==> config.mk <==
export PLATFORM = sky130hd
export DESIGN_NAME = encoder_position_stall_injector_flat
export DESIGN_NICKNAME = d
export VERILOG_FILES = /design/src/design/esi_pkg.sv /design/src/design/esi_if.sv /design/src/design/esi_rule_engine.sv /design/src/design/esi_out_queue.sv /design/src/design/encoder_position_stall_injector.sv /design/src/flat_wrapper.sv
export SDC_FILE = /design/constraint.sdc
export NUM_CORES = 1
export LEC_CHECK = 0
export CAP_MARGIN = 20
export CORE_UTILIZATION = 69
export DETAILED_ROUTE_END_ITERATION = 8
export DONT_BUFFER_PORTS = 1
export GPL_TIMING_DRIVEN = 1
export HOLD_SLACK_MARGIN = 0.12
export PLACE_DENSITY = 0.89
export SKIP_LAST_GASP = 1
export SYNTH_ARGS = -nofsm -noshare
export SYNTH_HDL_FRONTEND = slang
export SYNTH_HIERARCHICAL = 1
export SYNTH_SLANG_ARGS = --single-unit
==> constraint.sdc <==
create_clock -name clk -period 13 [get_ports clk]
set_input_delay 1.95 -clock clk [delete_from_list [all_inputs] [get_ports clk]]
set_output_delay 1.95 -clock clk [all_outputs]
set_load 0.01 [all_outputs]
==> src/design/esi_pkg.sv <==
// Shared types and constants for the encoder position stall injector.
// No dependencies; every other file in the design uses this package.
package esi_pkg;

  localparam int CMD_W   = 2;
  localparam int POS_W   = 32;
  localparam int MODE_W  = 2;
  localparam int QCNT_W  = 4;
  localparam int RCNT_W  = 2;
  localparam int RQ_DEPTH = 3;

  // Commands
  localparam logic [CMD_W-1:0] CMD_TICK       = 2'd0;
  localparam logic [CMD_W-1:0] CMD_FEED_START = 2'd1;
  localparam logic [CMD_W-1:0] CMD_FEED_END   = 2'd2;

  // Stall modes
  localparam logic [MODE_W-1:0] MODE_NONE   = 2'd0;
  localparam logic [MODE_W-1:0] MODE_SINGLE = 2'd1;
  localparam logic [MODE_W-1:0] MODE_DOUBLE = 2'd2;

  typedef struct packed {
    logic signed [POS_W-1:0] threshold;
    logic                    forward;
    logic [RCNT_W-1:0]       count;
  } rule_t;

  typedef struct packed {
    logic [CMD_W-1:0]        command;
    logic signed [POS_W-1:0] position;
  } item_t;

  typedef struct packed {
    logic              stop_motor;
    logic              rule_armed;
    logic [QCNT_W-1:0] queued_rules;
  } result_t;

endpackage

==> src/design/esi_if.sv <==
// Request channel interfaces: input items and result items.
// Depends on esi_pkg for field widths.
interface esi_in_if;
  logic                             valid;
  logic                             ready;
  logic [esi_pkg::CMD_W-1:0]        command;
  logic signed [esi_pkg::POS_W-1:0] position;

  modport source(output valid, command, position, input ready);
  modport sink(input valid, command, position, output ready);
endinterface

interface esi_out_if;
  logic                       valid;
  logic                       ready;
  logic                       stop_motor;
  logic                       rule_armed;
  logic [esi_pkg::QCNT_W-1:0] queued_rules;

  modport source(output valid, stop_motor, rule_armed, queued_rules, input ready);
  modport sink(input valid, stop_motor, rule_armed, queued_rules, output ready);
endinterface

==> src/design/esi_rule_engine.sv <==
// Rule FIFO, armed rule and last position, updated once per request.
// Depends on esi_pkg.
module esi_rule_engine #(
  parameter int FIFO_DEPTH    = 8,
  parameter int FRACTION_BITS = 16
) (
  input  logic                         clk,
  input  logic                         rst_n,
  input  logic                         item_valid,
  input  esi_pkg::item_t               item,
  input  logic [esi_pkg::MODE_W-1:0]   stall_mode,
  output esi_pkg::result_t             result
);

  localparam int HW = (FIFO_DEPTH > 1) ? $clog2(FIFO_DEPTH) : 1;
  localparam int CW = $clog2(FIFO_DEPTH + 1);
  localparam int SW = CW + 1;
  localparam logic signed [31:0] TURN_ONE = 32'(64'd1 << FRACTION_BITS);
  localparam logic signed [31:0] TURN_095 =
    32'(((64'd95 << FRACTION_BITS) + 64'd50) / 64'd100);
  localparam logic signed [31:0] TURN_097 =
    32'(((64'd97 << FRACTION_BITS) + 64'd50) / 64'd100);

  esi_pkg::rule_t fifo_r [FIFO_DEPTH];
  esi_pkg::rule_t wr_data [FIFO_DEPTH];
  logic [FIFO_DEPTH-1:0] wr_en;

  logic [CW-1:0] cnt_r, cnt_nxt, cnt_pop;
  logic [HW-1:0] head_r, head_nxt, head_pop, slot;
  logic [SW-1:0] slot_sum;
  logic          armed_r, armed_nxt;
  logic signed [esi_pkg::POS_W-1:0] thr_r, thr_nxt, last_r, last_nxt;
  logic          fwd_r, fwd_nxt;
  logic [esi_pkg::RCNT_W-1:0] acnt_r, acnt_nxt;
  logic          pop, drop, moving, reach, fire;
  esi_pkg::rule_t head_rule;

  assign head_rule = fifo_r[head_r];

  always_comb begin
    cnt_nxt   = cnt_r;
    head_nxt  = head_r;
    armed_nxt = armed_r;
    thr_nxt   = thr_r;
    fwd_nxt   = fwd_r;
    acnt_nxt  = acnt_r;
    last_nxt  = last_r;
    fire      = 1'b0;
    pop       = 1'b0;
    drop      = 1'b0;
    moving    = 1'b0;
    reach     = 1'b0;
    head_pop  = head_r;
    cnt_pop   = cnt_r;
    slot_sum  = '0;
    slot      = '0;
    wr_en     = '0;
    for (int i = 0; i < FIFO_DEPTH; i++) begin
      wr_data[i] = '0;
    end

    if (item_valid) begin
      unique case (item.command)
        esi_pkg::CMD_TICK: begin
          last_nxt = item.position;
          pop = !armed_r && (cnt_r != '0);
          if (pop) begin
            head_pop = (head_r == HW'(FIFO_DEPTH - 1)) ? '0 : head_r + 1'b1;
            cnt_pop  = cnt_r - 1'b1;
          end
          head_nxt = head_pop;
          cnt_nxt  = cnt_pop;
          drop = pop && (head_rule.count == '0);
          if (pop && !drop) begin
            armed_nxt = 1'b1;
            thr_nxt   = head_rule.threshold;
            fwd_nxt   = head_rule.forward;
            acnt_nxt  = head_rule.count;
          end
          moving = fwd_nxt ? (item.position > last_r) : (item.position < last_r);
          reach  = fwd_nxt ? (item.position >= thr_nxt) : (item.position <= thr_nxt);
          fire   = armed_nxt && !drop && moving && reach;
          if (fire) begin
            armed_nxt = 1'b0;
            acnt_nxt  = acnt_nxt - 1'b1;
            // re-queue at the tail while the rule has firings left and the fifo has room
            if (acnt_nxt != '0 && cnt_pop < CW'(FIFO_DEPTH)) begin
              slot_sum = SW'(head_pop) + SW'(cnt_pop);
              slot = (slot_sum >= SW'(FIFO_DEPTH)) ? HW'(slot_sum - SW'(FIFO_DEPTH))
                                                    : HW'(slot_sum);
              wr_en[slot]   = 1'b1;
              wr_data[slot] = '{threshold: thr_nxt, forward: fwd_nxt, count: acnt_nxt};
              cnt_nxt       = cnt_pop + 1'b1;
            end
          end
        end
        esi_pkg::CMD_FEED_START: begin
          armed_nxt = 1'b0;
          head_nxt  = '0;
          cnt_nxt   = '0;
          if (stall_mode == esi_pkg::MODE_SINGLE || stall_mode == esi_pkg::MODE_DOUBLE) begin
            wr_en[0]   = 1'b1;
            wr_data[0] = '{threshold: TURN_ONE, forward: 1'b1, count: 2'd1};
            cnt_nxt    = CW'(1);
          end
          if (stall_mode == esi_pkg::MODE_DOUBLE) begin
            wr_en[1]   = 1'b1;
            wr_data[1] = '{threshold: TURN_095, forward: 1'b0, count: 2'd3};
            wr_en[2]   = 1'b1;
            wr_data[2] = '{threshold: TURN_097, forward: 1'b1, count: 2'd3};
            cnt_nxt    = CW'(3);
          end
        end
        esi_pkg::CMD_FEED_END: begin
          head_nxt = '0;
          cnt_nxt  = '0;
        end
        default: begin
        end
      endcase
    end
  end

  assign result.stop_motor   = fire;
  assign result.rule_armed   = armed_nxt;
  assign result.queued_rules = esi_pkg::QCNT_W'(cnt_nxt);

  always_ff @(posedge clk) begin
    for (int i = 0; i < FIFO_DEPTH; i++) begin
      if (wr_en[i]) begin
        fifo_r[i] <= wr_data[i];
      end
    end
  end

  always_ff @(posedge clk) begin
    if (!rst_n) begin
      cnt_r   <= '0;
      head_r  <= '0;
      armed_r <= 1'b0;
      thr_r   <= '0;
      fwd_r   <= 1'b0;
      acnt_r  <= '0;
      last_r  <= '0;
    end else begin
      cnt_r   <= cnt_nxt;
      head_r  <= head_nxt;
      armed_r <= armed_nxt;
      thr_r   <= thr_nxt;
      fwd_r   <= fwd_nxt;
      acnt_r  <= acnt_nxt;
      last_r  <= last_nxt;
    end
  end

  a_fire_disarms: assert property (@(posedge clk) disable iff (!rst_n)
    item_valid && fire |=> !armed_r)
    else $error("armed rule still armed after firing");

  a_feed_start_disarms: assert property (@(posedge clk) disable iff (!rst_n)
    item_valid && item.command == esi_pkg::CMD_FEED_START |=> !armed_r && head_r == '0)
    else $error("feed start left a rule armed");

  a_feed_end_empties: assert property (@(posedge clk) disable iff (!rst_n)
    item_valid && item.command == esi_pkg::CMD_FEED_END && !armed_r
    |=> cnt_r == '0 && !armed_r)
    else $error("feed end left rules queued");

  a_cnt_bound: assert property (@(posedge clk) disable iff (!rst_n)
    cnt_r <= CW'(FIFO_DEPTH) && head_r <= HW'(FIFO_DEPTH - 1))
    else $error("fifo count or head out of range");

  a_idle_holds: assert property (@(posedge clk) disable iff (!rst_n)
    !item_valid |=> $stable(cnt_r) && $stable(armed_r) && $stable(last_r))
    else $error("state changed without a request");

endmodule

==> src/design/esi_out_queue.sv <==
// Three-entry result queue driving the result channel.
// Depends on esi_pkg and esi_out_if.
module esi_out_queue (
  input  logic              clk,
  input  logic              rst_n,
  input  logic              push,
  input  esi_pkg::result_t  push_data,
  output logic [1:0]        level,
  esi_out_if.source         out_ch
);

  localparam logic [1:0] LAST_IDX = 2'(esi_pkg::RQ_DEPTH - 1);

  esi_pkg::result_t q_r [esi_pkg::RQ_DEPTH];
  logic [1:0] wr_r, wr_nxt, rd_r, rd_nxt, cnt_r, cnt_nxt;
  logic       pop;

  assign pop   = out_ch.valid && out_ch.ready;
  assign level = cnt_r;

  assign out_ch.valid        = (cnt_r != 2'd0);
  assign out_ch.stop_motor   = q_r[rd_r].stop_motor;
  assign out_ch.rule_armed   = q_r[rd_r].rule_armed;
  assign out_ch.queued_rules = q_r[rd_r].queued_rules;

  always_comb begin
    wr_nxt  = push ? ((wr_r == LAST_IDX) ? 2'd0 : wr_r + 2'd1) : wr_r;
    rd_nxt  = pop  ? ((rd_r == LAST_IDX) ? 2'd0 : rd_r + 2'd1) : rd_r;
    cnt_nxt = cnt_r + {1'b0, push} - {1'b0, pop};
  end

  always_ff @(posedge clk) begin
    if (push) begin
      q_r[wr_r] <= push_data;
    end
  end

  always_ff @(posedge clk) begin
    if (!rst_n) begin
      wr_r  <= '0;
      rd_r  <= '0;
      cnt_r <= '0;
    end else begin
      wr_r  <= wr_nxt;
      rd_r  <= rd_nxt;
      cnt_r <= cnt_nxt;
    end
  end

  a_no_overflow: assert property (@(posedge clk) disable iff (!rst_n)
    push && !pop |-> cnt_r < 2'(esi_pkg::RQ_DEPTH))
    else $error("result queue overflow");

  a_level_bound: assert property (@(posedge clk) disable iff (!rst_n)
    cnt_r <= 2'(esi_pkg::RQ_DEPTH))
    else $error("result queue level out of range");

  a_ptr_track: assert property (@(posedge clk) disable iff (!rst_n)
    cnt_r == 2'd0 |-> wr_r == rd_r)
    else $error("empty queue with pointers apart");

endmodule

==> src/design/encoder_position_stall_injector.sv <==
// Encoder position stall injector: top level with input register and config.
// Depends on esi_pkg, esi_if, esi_rule_engine and esi_out_queue.
//
// Usage:
//   in_ch carries requests {command, position}: tick with position, feed
//   start or feed end. out_ch returns one result per request:
//   {stop_motor, rule_armed, queued_rules}, in request order.
//   cfg_we/cfg_wdata write stall_mode; write it only while no request is
//   in flight. It picks the rule set loaded on feed start.
// Timing:
//   A request is registered on acceptance, its rule update is done in the
//   following cycle and the result enters a three-entry result queue.
//   One request per cycle is taken while out_ch keeps up; the figure is set
//   by the combinational rule update and the result queue depth.
// Reset (rst_n low, synchronous): no rule armed, FIFO empty, last position
//   zero, stall_mode none, result queue empty.
// Stall: while out_ch.ready is low the queue fills; in_ch.ready drops once
//   the queue plus the input register hold three results.
module encoder_position_stall_injector #(
  parameter int FIFO_DEPTH    = 8,
  parameter int FRACTION_BITS = 16
) (
  input  logic                        clk,
  input  logic                        rst_n,
  esi_in_if.sink                      in_ch,
  esi_out_if.source                   out_ch,
  input  logic                        cfg_we,
  input  logic [esi_pkg::MODE_W-1:0]  cfg_wdata
);

  logic [esi_pkg::MODE_W-1:0] mode_r;
  logic                       s1_valid_r;
  esi_pkg::item_t             s1_item_r;
  esi_pkg::result_t           result;
  logic [1:0]                 q_level;
  logic [2:0]                 in_flight;
  logic                       accept;

  // hold off once the queue could not absorb everything in flight
  assign in_flight   = {1'b0, q_level} + {2'b0, s1_valid_r};
  assign in_ch.ready = (in_flight < 3'(esi_pkg::RQ_DEPTH));
  assign accept      = in_ch.valid && in_ch.ready;

  always_ff @(posedge clk) begin
    if (!rst_n) begin
      mode_r     <= esi_pkg::MODE_NONE;
      s1_valid_r <= 1'b0;
    end else begin
      if (cfg_we) begin
        mode_r <= cfg_wdata;
      end
      s1_valid_r <= accept;
    end
  end

  always_ff @(posedge clk) begin
    if (accept) begin
      s1_item_r.command  <= in_ch.command;
      s1_item_r.position <= in_ch.position;
    end
  end

  esi_rule_engine #(
    .FIFO_DEPTH    (FIFO_DEPTH),
    .FRACTION_BITS (FRACTION_BITS)
  ) u_engine (
    .clk        (clk),
    .rst_n      (rst_n),
    .item_valid (s1_valid_r),
    .item       (s1_item_r),
    .stall_mode (mode_r),
    .result     (result)
  );

  esi_out_queue u_out_queue (
    .clk       (clk),
    .rst_n     (rst_n),
    .push      (s1_valid_r),
    .push_data (result),
    .level     (q_level),
    .out_ch    (out_ch)
  );

endmodule

==> src/flat_wrapper.sv <==
// flat-port wrapper written by rule: the top's interface ports become plain ports
module encoder_position_stall_injector_flat 
#(
  parameter int FIFO_DEPTH    = 8,
  parameter int FRACTION_BITS = 16
)
  (clk, rst_n, cfg_we, cfg_wdata, in_ch_valid, in_ch_command, in_ch_position, in_ch_ready, out_ch_valid, out_ch_stop_motor, out_ch_rule_armed, out_ch_queued_rules, out_ch_ready);
  esi_in_if in_ch_i ();
  esi_out_if out_ch_i ();
  input  logic clk;
  input  logic rst_n;
  input  logic cfg_we;
  input  logic [esi_pkg::MODE_W-1:0] cfg_wdata;
  input wire logic [$bits(in_ch_i.valid)-1:0] in_ch_valid;
  input wire logic [$bits(in_ch_i.command)-1:0] in_ch_command;
  input wire logic [$bits(in_ch_i.position)-1:0] in_ch_position;
  output wire logic [$bits(in_ch_i.ready)-1:0] in_ch_ready;
  output wire logic [$bits(out_ch_i.valid)-1:0] out_ch_valid;
  output wire logic [$bits(out_ch_i.stop_motor)-1:0] out_ch_stop_motor;
  output wire logic [$bits(out_ch_i.rule_armed)-1:0] out_ch_rule_armed;
  output wire logic [$bits(out_ch_i.queued_rules)-1:0] out_ch_queued_rules;
  input wire logic [$bits(out_ch_i.ready)-1:0] out_ch_ready;
  assign in_ch_i.valid = in_ch_valid;
  assign in_ch_i.command = in_ch_command;
  assign in_ch_i.position = in_ch_position;
  assign in_ch_ready = in_ch_i.ready;
  assign out_ch_valid = out_ch_i.valid;
  assign out_ch_stop_motor = out_ch_i.stop_motor;
  assign out_ch_rule_armed = out_ch_i.rule_armed;
  assign out_ch_queued_rules = out_ch_i.queued_rules;
  assign out_ch_i.ready = out_ch_ready;
  encoder_position_stall_injector #(.FIFO_DEPTH(FIFO_DEPTH), .FRACTION_BITS(FRACTION_BITS)) u_core (.clk(clk), .rst_n(rst_n), .in_ch(in_ch_i), .out_ch(out_ch_i), .cfg_we(cfg_we), .cfg_wdata(cfg_wdata));
endmodule
==> impl_metrics.tcl, run 1 <==
set metrics [dict create \
    min_to "u_core/u_engine/thr_r[16]$_SDFFE_PN0P_" \
    hold_viol_final 0 \
    cts_resized 0 \
    drv_slew 0 \
    clkTransAtPathRegs_ns 0.07 \
    status "finished clean" \
    p_leak_nw 6.12 \
    fmax_mhz 135 \
    cts-root-buf "clkbuf_16" \
    hold_buffers 0 \
    rows 60 \
    avgSynthCellArea_sq_um 12.4 \
    place_ws_ns 6.01 \
    ys_warn_count 6 \
    clk_latency_ns 0.54 \
    grt_max_degree 78 \
    ioPinCount 49 \
    cts_max_level 2 \
    dr.pass1.iters 6 \
    p_int_mw 2.22 \
    rr_worst_depth 17 \
    arrival_ns 7.58 \
    drc 0 \
    yosys-top-cells-area "edfxtp_1 52%, dfxtp_1 9.2%, mux4_2 8.2%, ha_1 5.0%, nor2_1 4.7%" \
    power.density_nw_per_um2 139 \
    relSlewSlack_pct 19.4 \
    diodes 0 \
    p_sw_mw 0.690 \
    crit_fanout 67 \
    finalCritPeriodShare_pct 56.9 \
    track_usage_pct 36.3 \
    endpoint_kind "flip-flop" \
    final_nets 1654 \
    cp_cell_sequence "buf_4, mux4_2, nor3b_2, nor3_4, buf_4, o21ai_1, ha_1, nand4_1, nor4_1, a21boi_0, o31a_1, or3b_2, mux2i_1, nor3_4, nand4b_4, inv_1, buf_4" \
    hold_path.startpoint "u_core/u_engine/thr_r[16]$_SDFFE_PN0P_" \
    synth_seq_cells 421 \
    area_growth_pct 8.45 \
    grt-ovfl-total 0 \
    r2r_end "u_core/u_engine/fifo_r[7][26]$_SDFFCE_PN0P_" \
    cpMostUsedCell "buf_4" \
    critPathRequiredTime_ns 13.18 \
    postCtsSetupRepairBufs 0 \
    synth_sequential_area_ratio_pct 60.8 \
    switching_share_pct 23.8 \
    vias 13430 \
    ant_nets 0 \
    routed_wirelength_um 50500 \
    cts_sinks 421 \
    start_util_pct 71.1 \
    clock_power_share_pct 40.8 \
    grt_pass1_vias 13702 \
    wl_per_cell_um 26.0 \
    first_iter_violations 1905 \
    tns_ns 0 \
    ys_async_sr_fraction_pct 0 \
    netlist.area_leader.share_pct 51.6 \
    max_stage_delay_ns 0.75 \
    antenna_found_initial 0 \
    synth.distinct_cells 67 \
    skew_ns 0.0155 \
    syn_nets 1673 \
    hold_class "reg2reg" \
    synth_area_sq_um 19300 \
    rrSetupSlack_ns 5.60 \
    pwr-share-comb_pct 8.3 \
    io_buffers 0 \
    cts_tree "built" \
    multiInputGateArea_sq_um 7020 \
    synth_largest_area_cell "edfxtp_1" \
    seqPwrFrac_pct 50.8 \
    critPathBufInv 4 \
    cp_slowest_cell "buf_4" \
    grt_pass1_wl_um 76600 \
    dieArea_sq_um 28700 \
    synthFlopType "edfxtp_1" \
    dp_hpwl_um 27400 \
    die_h_um 169 \
    via_per_inst 6.92 \
    num-fill-cells 1446 \
    cts_buffers 41 \
    clk_path_buf_depth 3 \
    hold-path-cell-count 2 \
    cp-start-kind "flip-flop" \
    cp_top_family "buffers and inverters" \
    fp.dieW_um 169 \
    drive_gt1_share_pct 13.2 \
    drv_cap 0 \
    rsz0062_at_grt "false" \
    vdd_drop_max_uv 134 \
    worst_pin_slew_ns 1.21 \
    synth_edf_count 332 \
    gp_congestion 0.879 \
    utilization_pct 77.1 \
    fin_ws_ns 5.60 \
    core_sq_um 27200 \
    min_period_ns 7.40 \
    setup_viol 0 \
    syn_inst 1554 \
    crit_type "reg2reg" \
    final-seq-area_sq_um 11800 \
]
[layer usage]
layer / part of all wire (%) / global-route usage (%) / up-vias
li1: - / - / 5591
met1: 33 / 45.2 / 6414
met2: 47 / 58.0 / 1174
met3: 15 / 10.8 / 251
met4: 5.3 / 19.1 / 0
met5: 0 / 0 / -
[cell families (layout without fill, tap and decap cells)]
| family | Yosys count | in the layout | share of synthesized area, % |
|---|---|---|---|
| AO/OA/AOI/OAI | 223 | 223 | 6.48 |
| adder cells (fa/ha/maj) | 78 | 78 | 5.09 |
| multiplexers | 119 | 119 | 10.8 |
| buffers and inverters | 137 | 151 | 3.05 |
| flip-flops | 421 | 421 | 60.8 |
| AND/OR/NAND/NOR | 570 | 570 | 13.4 |
| XOR/XNOR | 6 | 6 | 0.311 |
[cells in the mapped netlist (4+ instances only)]
cell and number:
nor2_1 241, nor2_2 29, a21oi_1 97, mux2i_1 46
nand2b_1 36, buf_6 6, clkbuf_1 50, o21a_1 4
mux4_2 70, nor3_1 7, ha_1 77, inv_1 49
o21ai_0 44, dfxtp_1 89, nand2_1 170, edfxtp_1 332
buf_2 14, nor2b_1 11, nand3_1 21, o21ai_1 36
buf_1 11, o31ai_1 10, nor4_1 7, xnor2_1 5
nand4_1 16, a21o_1 7, and2_1 8, o211ai_1 4
[state kept, by name, summed over array words and instances, names as in the netlist, named ones only]
name                      count
u_core/u_engine/fifo_r      280
u_core/s1_item_r             34
u_core/u_engine/last_r       32
u_core/u_engine/thr_r        32
u_core/u_out_queue/q_r       18
u_core/u_engine/cnt_r         4
u_core/u_engine/head_r        3
u_core/mode_r                 2
u_core/u_engine/acnt_r        2
u_core/u_out_queue/level      2
u_core/u_out_queue/rd_r       2
u_core/u_out_queue/wr_r       2
u_core/s1_valid_r             1
u_core/u_engine/armed_r       1
u_core/u_engine/fwd_r         1
[through the flow]
stage	total power [mW]	cells	hold WS (ns)	instance area, sq um
2_1_floorplan	1.66	1554	0.436	19300
3_3_place_gp	1.71	1864	0.442	19600
3_5_place_dp	1.73	1864	0.447	19600
4_1_cts	2.90	1940	0.456	20900
5_1_grt	2.98	1940	0.475	20900
6_report	2.91	1940	0.459	20900
[worst max-delay path by stage]
stage                     depth (start not counted)                                          end  startpoint  slack, ns
after floorplan                                  16   u_core/u_engine/fifo_r[0][0]$_SDFFCE_PN0P_   flip-flop       5.88
after global placement                           16  u_core/u_engine/fifo_r[7][25]$_SDFFCE_PN0P_   flip-flop       6.25
after detailed placement                         16  u_core/u_engine/fifo_r[7][28]$_SDFFCE_PN0P_   flip-flop       6.01
after CTS                                        17  u_core/u_engine/fifo_r[7][33]$_SDFFCE_PN0P_   flip-flop       5.89
after global routing                             16  u_core/u_engine/fifo_r[7][29]$_SDFFCE_PN0P_   flip-flop       5.46
final                                            17  u_core/u_engine/fifo_r[7][26]$_SDFFCE_PN0P_   flip-flop       5.60
[worst reg2reg max path, cell delays in order, from the launching register on]
cell and delay [ns]:
dfxtp_2 0.33, buf_4 0.67, mux4_2 0.40, nor3b_2 0.07, nor3_4 0.17, buf_4 0.75, o21ai_1 0.44, ha_1 0.45
nand4_1 0.17, nor4_1 0.62, a21boi_0 0.30, o31a_1 0.18, or3b_2 0.13, mux2i_1 0.16, nor3_4 0.51, nand4b_4 0.66
inv_1 0.51, buf_4 0.49
[layout make-up]
cell class                      instances  share of cell area, %
Tap cell                              372                   2.22
Sequential cell                       421                   56.1
Clock inverter                         19                  0.824
Multi-Input combinational cell        996                   33.5
Inverter                               52                  0.932
Timing Repair Buffer                   23                  0.824
Clock buffer                           57                   5.54
[power groups by stage]
stage / Combinational (mW) / Sequential, mW / Clock, mW
after CTS: 0.234 / 1.48 / 1.19
after global routing: 0.257 / 1.48 / 1.24
after floorplan: 0.163 / 1.49 / 0
after global placement: 0.211 / 1.50 / 0
after detailed placement: 0.223 / 1.50 / 0
final: 0.242 / 1.48 / 1.19
[cell usage in the layout, fill, tap and decap left out, types with 8 or more instances in the layout]
master,count
nand3_1,21
mux4_2,70
nor2_2,29
nand2_1,169
clkinv_1,8
nand4_1,16
ha_1,77
edfxtp_1,332
o21ai_1,36
o31ai_1,8
mux2i_1,46
clkbuf_16,44
nor2b_1,11
o21ai_0,43
inv_1,49
clkbuf_1,12
nand2b_1,36
dfxtp_1,86
a21oi_1,97
buf_4,23
nor2_1,241
No activity file was read; power rests on OpenSTA's default activity.
==> inputs of run 2 (changes only) <==
--- a/config.mk
+++ b/config.mk
@@ -6,12 +6,12 @@
 export NUM_CORES = 1
 export LEC_CHECK = 0
 export CAP_MARGIN = 20
-export CORE_UTILIZATION = 69
+export CORE_UTILIZATION = 58
 export DETAILED_ROUTE_END_ITERATION = 8
 export DONT_BUFFER_PORTS = 1
 export GPL_TIMING_DRIVEN = 1
 export HOLD_SLACK_MARGIN = 0.12
-export PLACE_DENSITY = 0.89
+export PLACE_DENSITY = 0.8
 export SKIP_LAST_GASP = 1
 export SYNTH_ARGS = -nofsm -noshare
 export SYNTH_HDL_FRONTEND = slang
==> constraint.sdc (replaced) <==
create_clock -name clk -period 6.3 [get_ports clk]
set_input_delay 0.945 -clock clk [delete_from_list [all_inputs] [get_ports clk]]
set_output_delay 0.945 -clock clk [all_outputs]
set_load 0.01 [all_outputs]
==> run 2 against run 1 <==
Effect of this change:
- critical path depth rose by 2
- core utilization fell by 12 points
- final area rose by 1.3%
- power rose by 100%
- die area rose by 19%
- first-iteration DRC count fell by 14%
- clock skew rose by 0.025 ns
- worst setup slack got worse by 5.2 ns
- via count fell by 4.3%
- worst hold slack got worse by 0.0036 ns
- largest cell class unchanged
- largest power group unchanged
==> impl_metrics.tcl, run 2 (synthesis results as in run 1) <==
set metrics [dict create \
    relSlewSlack_pct 36.0 \
    cts_sinks 421 \
    arrival_ns 6.15 \
    skew_ns 0.0402 \
    p_int_mw 4.46 \
    rsz0062_at_grt "false" \
    routed_wirelength_um 46800 \
    dr.pass1.iters 6 \
    grt_pass1_vias 13068 \
    cp_num_cells 19 \
    first_iter_violations 1640 \
    cp-start-kind "flip-flop" \
    endpoint_kind "flip-flop" \
    dp_hpwl_um 28400 \
    finalCritPeriodShare_pct 93.6 \
    drv_slew 0 \
    rows 66 \
    final_nets 1683 \
    rrSetupSlack_ns 0.41 \
    track_usage_pct 28.4 \
    layout_common_cells "332 x edfxtp_1, 241 x nor2_1, 169 x nand2_1" \
    num-fill-cells 2291 \
    crit_end "u_core/u_engine/fifo_r[6][22]$_SDFFCE_PN0P_" \
    io_buffers 0 \
    min_period_ns 5.89 \
    finalInstanceArea_sq_um 21200 \
    seqPwrFrac_pct 52.1 \
    placed_area_sq_um 20000 \
    hold_viol_final 0 \
    hold_buffers 0 \
    start_util_pct 59.2 \
    pwr-share-comb_pct 8.6 \
    p_total_mw 5.83 \
    cts_max_level 2 \
    rr_worst_depth 19 \
    drc 0 \
    top_regs "u_core/u_engine/fifo_r x280, u_core/s1_item_r x34" \
    fmax_mhz 170 \
    cts-root-buf "clkbuf_16" \
    drive_gt1_share_pct 14.8 \
    vias 12847 \
    drv_cap 0 \
    status "finished clean" \
    vdd_drop_max_uv 269 \
    cp_cell_sequence "inv_1, ha_1, nor3b_1, or2_2, nor3_4, buf_4, nand2_1, o21ai_1, ha_1, nand4_1, inv_1, a221oi_1, o211ai_1, or3b_2, mux2_4, and2_1, nand3_1, buf_4, nor2_1" \
    critPathRequiredTime_ns 6.56 \
    largest_reg_flops 280 \
    switching_share_pct 23.5 \
    cp_slowest_cell "nor3_4" \
    postCtsSetupRepairBufs 0 \
    timing.rr.start "u_core/u_engine/cnt_r[0]$_SDFF_PN0_" \
    via_per_inst 6.30 \
    diodes 0 \
    hold-worst-slack_ns 0.456 \
    clk_path_buf_depth 3 \
    ioPinCount 49 \
    crit_type "reg2reg" \
    clk_latency_ns 0.55 \
    cp_top_family "simple AND/OR/NAND/NOR gates" \
    crit_fanout 35 \
    power.density_nw_per_um2 275 \
    wl_per_cell_um 23.0 \
    ant_nets 0 \
    cts_buffers 41 \
    hold_class "reg2reg" \
    grt_pass1_wl_um 72200 \
    layout_commonest_cell "edfxtp_1" \
    area_growth_pct 9.91 \
    setup_viol 0 \
    clkTransAtPathRegs_ns 0.06 \
    die_h_um 184 \
    p_sw_mw 1.37 \
    grt_max_degree 72 \
    p_leak_nw 6.23 \
    core_sq_um 32600 \
    grt-ovfl-total 0 \
    max_stage_delay_ns 0.68 \
    top_register "u_core/u_engine/fifo_r" \
    antenna_found_initial 0 \
    gp_congestion 0.895 \
    critPathLaunch "u_core/u_engine/cnt_r[0]$_SDFF_PN0_" \
    fp.dieW_um 184 \
    clock_power_share_pct 39.3 \
    dieArea_sq_um 34000 \
    r2r_end "u_core/u_engine/fifo_r[6][22]$_SDFFCE_PN0P_" \
    critPathBufInv 4 \
    cts_resized 0 \
    worst_pin_slew_ns 0.960 \
    cts_tree "built" \
]
run 2: cell types whose count changed in the layout (fill, tap and decap cells not counted), sizes merged:
cell / before / now
bufinv: 3 / 0
clkinv: 12 / 10
clkbuf: 57 / 61
buf: 23 / 52
run 2: per-stage QoR:
stage          TNS [ns]  util [%]  cells  worst slack (ns)
2_1_floorplan    -57.26         -   1554            -0.818
3_3_place_gp          0      61.3   1963             0.773
3_5_place_dp          0      61.3   1963             0.630
4_1_cts               0      65.1   2038             0.578
5_1_grt               0      65.1   2038             0.127
6_report              0      65.1   2038             0.405
run 2: power by group through the flow:
stage / combinational [mW] / clock [mW] / sequential (mW)
6_report: 0.503 / 2.29 / 3.04
5_1_grt: 0.545 / 2.41 / 3.04
4_1_cts: 0.492 / 2.31 / 3.04
3_5_place_dp: 0.485 / 0 / 3.10
3_3_place_gp: 0.468 / 0 / 3.10
2_1_floorplan: 0.337 / 0 / 3.08
run 2: worst reg2reg max path, delay by kind of cell, from the launching register on:
kind / cells / cell delay [ns]
adder cells (fa/ha/maj): 2 / 0.57
AND/OR/NAND/NOR: 9 / 2.53
buffers and inverters: 4 / 1.06
multiplexers: 1 / 0.31
flip-flops: 1 / 0.33
AO/OA/AOI/OAI: 3 / 0.80
run 2: worst min-delay path by stage:
stage | startpoint | end | slack [ns] | cells past startpoint
6_report | u_core/u_engine/last_r[16]$_SDFFE_PN0P_ | u_core/u_engine/last_r[16]$_SDFFE_PN0P_ | 0.46 | 2
3_5_place_dp | u_core/u_engine/last_r[16]$_SDFFE_PN0P_ | u_core/u_engine/last_r[16]$_SDFFE_PN0P_ | 0.45 | 2
4_1_cts | u_core/u_engine/last_r[16]$_SDFFE_PN0P_ | u_core/u_engine/last_r[16]$_SDFFE_PN0P_ | 0.45 | 2
2_1_floorplan | u_core/u_engine/last_r[10]$_SDFFE_PN0P_ | u_core/u_engine/last_r[10]$_SDFFE_PN0P_ | 0.44 | 2
5_1_grt | u_core/u_engine/last_r[20]$_SDFFE_PN0P_ | u_core/u_engine/last_r[20]$_SDFFE_PN0P_ | 0.48 | 2
3_3_place_gp | u_core/u_engine/thr_r[5]$_SDFFE_PN0P_ | u_core/u_engine/thr_r[5]$_SDFFE_PN0P_ | 0.44 | 2
run 2: routing by layer:
layer | vias to the layer above | routed length [um] | global-route usage (%)
met5 | - | 0 | 0
met2 | 770 | 22600 | 47.1
li1 | 5656 | - | -
met4 | 0 | 1890 | 12.3
met3 | 151 | 4930 | 4.98
met1 | 6270 | 17500 | 37.0
run 2: final cells by class:
type / count / area [sq um] / share of cell area, %
Sequential cell: 421 / 11800 / 55.4
Clock inverter: 14 / 75.1 / 0.354
Clock buffer: 61 / 1170 / 5.52
Multi-Input combinational cell: 996 / 7020 / 33.1
Tap cell: 442 / 553 / 2.61
Inverter: 52 / 195 / 0.920
Timing Repair Buffer: 52 / 453 / 2.13
==> inputs of run 3 (changes only) <==
--- a/config.mk
+++ b/config.mk
@@ -5,13 +5,14 @@
 export SDC_FILE = /design/constraint.sdc
 export NUM_CORES = 1
 export LEC_CHECK = 0
+export ABC_AREA = 1
 export CAP_MARGIN = 20
-export CORE_UTILIZATION = 58
+export CORE_UTILIZATION = 69
 export DETAILED_ROUTE_END_ITERATION = 8
 export DONT_BUFFER_PORTS = 1
 export GPL_TIMING_DRIVEN = 1
 export HOLD_SLACK_MARGIN = 0.12
-export PLACE_DENSITY = 0.8
+export PLACE_DENSITY = 0.89
 export SKIP_LAST_GASP = 1
 export SYNTH_ARGS = -nofsm -noshare
 export SYNTH_HDL_FRONTEND = slang
==> constraint.sdc (replaced) <==
create_clock -name clk -period 7.4 [get_ports clk]
set_input_delay 1.11 -clock clk [delete_from_list [all_inputs] [get_ports clk]]
set_output_delay 1.11 -clock clk [all_outputs]
set_load 0.01 [all_outputs]
==> run 3 against run 2 <==
Effect of this change:
- final cell count increased by 18%
- sequential cell count unchanged
- sequential share of layout area decreased by 0.35 points
- worst hold slack improved by 0.0022 ns
- die area decreased by 15%
- core utilization increased by 12 points
- worst setup slack improved by 0.41 ns
- sequential power decreased by 15%
- fmax decreased by 11%
- critical path type unchanged
- largest power group unchanged
==> impl_metrics.tcl, run 3 <==
set metrics [dict create \
    crit_fanout 38 \
    yosysMostFrequentCell "nor2_1" \
    core_sq_um 27900 \
    dieArea_sq_um 29000 \
    cts_resized 0 \
    drv_cap 0 \
    p_total_mw 5.26 \
    muxShareOfSynthArea_pct 0 \
    drc 0 \
    ioPinCount 49 \
    synth_top_family_by_area "simple AND/OR/NAND/NOR gates" \
    min_to "u_core/u_engine/last_r[1]$_SDFFE_PN0P_" \
    syn_nets 2152 \
    endpoint_kind "flip-flop" \
    synth_common_cells "431 x nor2_1, 332 x edfxtp_1, 272 x nand2_1, 190 x o21ai_0, 152 x a21oi_1" \
    synth_compound_area_share_pct 12.1 \
    grt-ovfl-total 0 \
    fin_ws_ns 0.811 \
    synth.distinct_cells 36 \
    synth_edf_count 332 \
    finalInstanceArea_sq_um 21400 \
    setup_viol 0 \
    grt_pass1_vias 15169 \
    via_per_inst 6.48 \
    fp.dieW_um 170 \
    drv_slew 0 \
    vias 15604 \
    cts_buffers 42 \
    r2r_end "u_core/u_engine/fifo_r[5][12]$_SDFFCE_PN0P_" \
    die_h_um 170 \
    yosys-top-cells-area "edfxtp_1 51%, dfxtp_1 9.1%, nor2_1 8.3%, nand2_1 5.2%, ha_1 4.9%" \
    dr.pass1.iters 7 \
    wl_per_cell_um 21.5 \
    skew_ns 0.0262 \
    clk_path_buf_depth 3 \
    synth_sequential_area_ratio_pct 60.1 \
    relSlewSlack_pct 32.6 \
    fmax_mhz 152 \
    drive_gt1_share_pct 7.54 \
    power.density_nw_per_um2 246 \
    crit_type "reg2reg" \
    avgSynthCellArea_sq_um 9.62 \
    final_cells 2409 \
    rrSetupSlack_ns 0.81 \
    num-fill-cells 1663 \
    critPathRequiredTime_ns 7.63 \
    p_leak_nw 7.31 \
    synth_xor_xnor_area_share_pct 0.179 \
    rsz0062_at_grt "false" \
    grt_max_degree 84 \
    dp_cells 2329 \
    hold_buffers 0 \
    yosys.area_share.adder_pct 5.03 \
    area_growth_pct 9.16 \
    first_iter_violations 2375 \
    start_util_pct 70.2 \
    synth_area_sq_um 19600 \
    netlist.area_leader.share_pct 51.0 \
    multiInputGateArea_sq_um 6870 \
    synth_largest_area_cell "edfxtp_1" \
    ys_async_sr_fraction_pct 0 \
    clk_latency_ns 0.55 \
    ys_warn_count 6 \
    syn_inst 2033 \
    synth_seq_cells 421 \
    hold_viol_final 0 \
    layout_commonest_cell "nor2_1" \
    hold_class "reg2reg" \
    hold-path-cell-count 2 \
    finalCritPeriodShare_pct 89.0 \
    status "finished clean" \
    synth-simple-area-share_pct 17.6 \
    top_regs "u_core/u_engine/fifo_r x280, u_core/s1_item_r x34" \
    utilization_pct 76.7 \
    hold_path.startpoint "u_core/u_engine/last_r[1]$_SDFFE_PN0P_" \
    cts_max_level 2 \
    ant_nets 0 \
    tns_ns 0 \
    gp_congestion 0.916 \
    cts_tree "built" \
    postCtsSetupRepairBufs 0 \
    final_nets 2115 \
    antenna_found_initial 0 \
    hold-worst-slack_ns 0.458 \
    worst_pin_slew_ns 1.01 \
    grt_pass1_wl_um 79200 \
    io_buffers 0 \
    synthFlopType "edfxtp_1" \
    cts_sinks 421 \
    track_usage_pct 36.0 \
    largest_reg_flops 280 \
    min_period_ns 6.59 \
    cp-start-kind "flip-flop" \
    rr_worst_depth 23 \
    placed_area_sq_um 19900 \
    cts-root-buf "clkbuf_16" \
    top_register "u_core/u_engine/fifo_r" \
    arrival_ns 6.82 \
    place_ws_ns 1.21 \
    clkTransAtPathRegs_ns 0.06 \
    layout_common_cells "431 x nor2_1, 332 x edfxtp_1, 270 x nand2_1" \
    dp_hpwl_um 30800 \
    final-seq-area_sq_um 11800 \
    rows 61 \
    routed_wirelength_um 51800 \
    vdd_drop_max_uv 282 \
]
## run 3: changes by cell type after synthesis, moves of 63 or more
cell     change
mux4_2      -70
inv_1       +76
o22ai_1     +63
nand2_1    +102
o21ai_0    +146
nor2_1     +190
## run 3: area by class of cell
| class | instances | share of cell area, % |
|---|---|---|
| sequential | 421 | 55.0 |
| multi-input combinational | 1368 | 32.2 |
| clock buffer | 58 | 5.53 |
| inverter | 133 | 2.35 |
| tap | 378 | 2.21 |
| timing repair buffer | 30 | 1.50 |
| clock inverter | 20 | 1.18 |
| antenna | 1 | 0.0117 |
## run 3: worst max path at each step
stage,start,endpoint,slack (ns),cells after the start
2_1_floorplan,u_core/u_engine/cnt_r[0]$_SDFF_PN0_,u_core/u_engine/fifo_r[1][0]$_SDFFCE_PN0P_,1.79,24
3_3_place_gp,flip-flop,u_core/u_engine/fifo_r[5][24]$_SDFFCE_PN0P_,1.51,27
3_5_place_dp,flip-flop,u_core/u_engine/fifo_r[5][14]$_SDFFCE_PN0P_,1.21,25
4_1_cts,flip-flop,u_core/u_engine/fifo_r[5][12]$_SDFFCE_PN0P_,0.99,25
5_1_grt,flip-flop,u_core/u_engine/fifo_r[6][12]$_SDFFCE_PN0P_,0.57,25
6_report,flip-flop,u_core/u_engine/fifo_r[5][12]$_SDFFCE_PN0P_,0.81,23
## run 3: cells by family after synthesis
| kind of cell | Yosys count |
|---|---|
| buffers and inverters | 244 |
| flip-flops | 421 |
| XOR/XNOR | 4 |
| adder cells (fa/ha/maj) | 78 |
| AND/OR/NAND/NOR | 837 |
| AO/OA/AOI/OAI | 449 |
## run 3: where the power goes
part | switching [mW] | leakage (nW) | internal, mW
logic | 0.339 | 3.33 | 0.133
clock network | 0.900 | 0.692 | 1.30
registers | 0.0297 | 3.28 | 2.56
## run 3: layer usage
metal  wire length [um]  share of wire, %  up-vias  GRT usage (%)
met1              18600                36     7302           46.7
li1                   -                 -     6883              -
met2              24400                47     1201           58.5
met3               6290                12      218           6.26
met4               2500               4.8        0           18.7
met5                  0                 0        -              0
## run 3: worst max-delay path: stages, from the launching register on
cell and delay [ns]:
dfxtp_1 0.81, clkinv_1 0.19, buf_4 0.34, nand3_1 0.20, nand3_2 0.13, nand2_2 0.55
buf_12 0.28, nand3_1 0.10, o21ai_1 0.34, ha_1 0.37, a21oi_1 0.18, o21ai_0 0.11
nor2_1 0.14, nand2_1 0.06, a21oi_1 0.24, nand3_1 0.14, nand3_2 0.15, nand2_2 0.18
nor2_4 0.16, nand3_2 0.08, clkinv_2 0.13, nand2_4 0.30, inv_1 0.77, buf_12 0.27
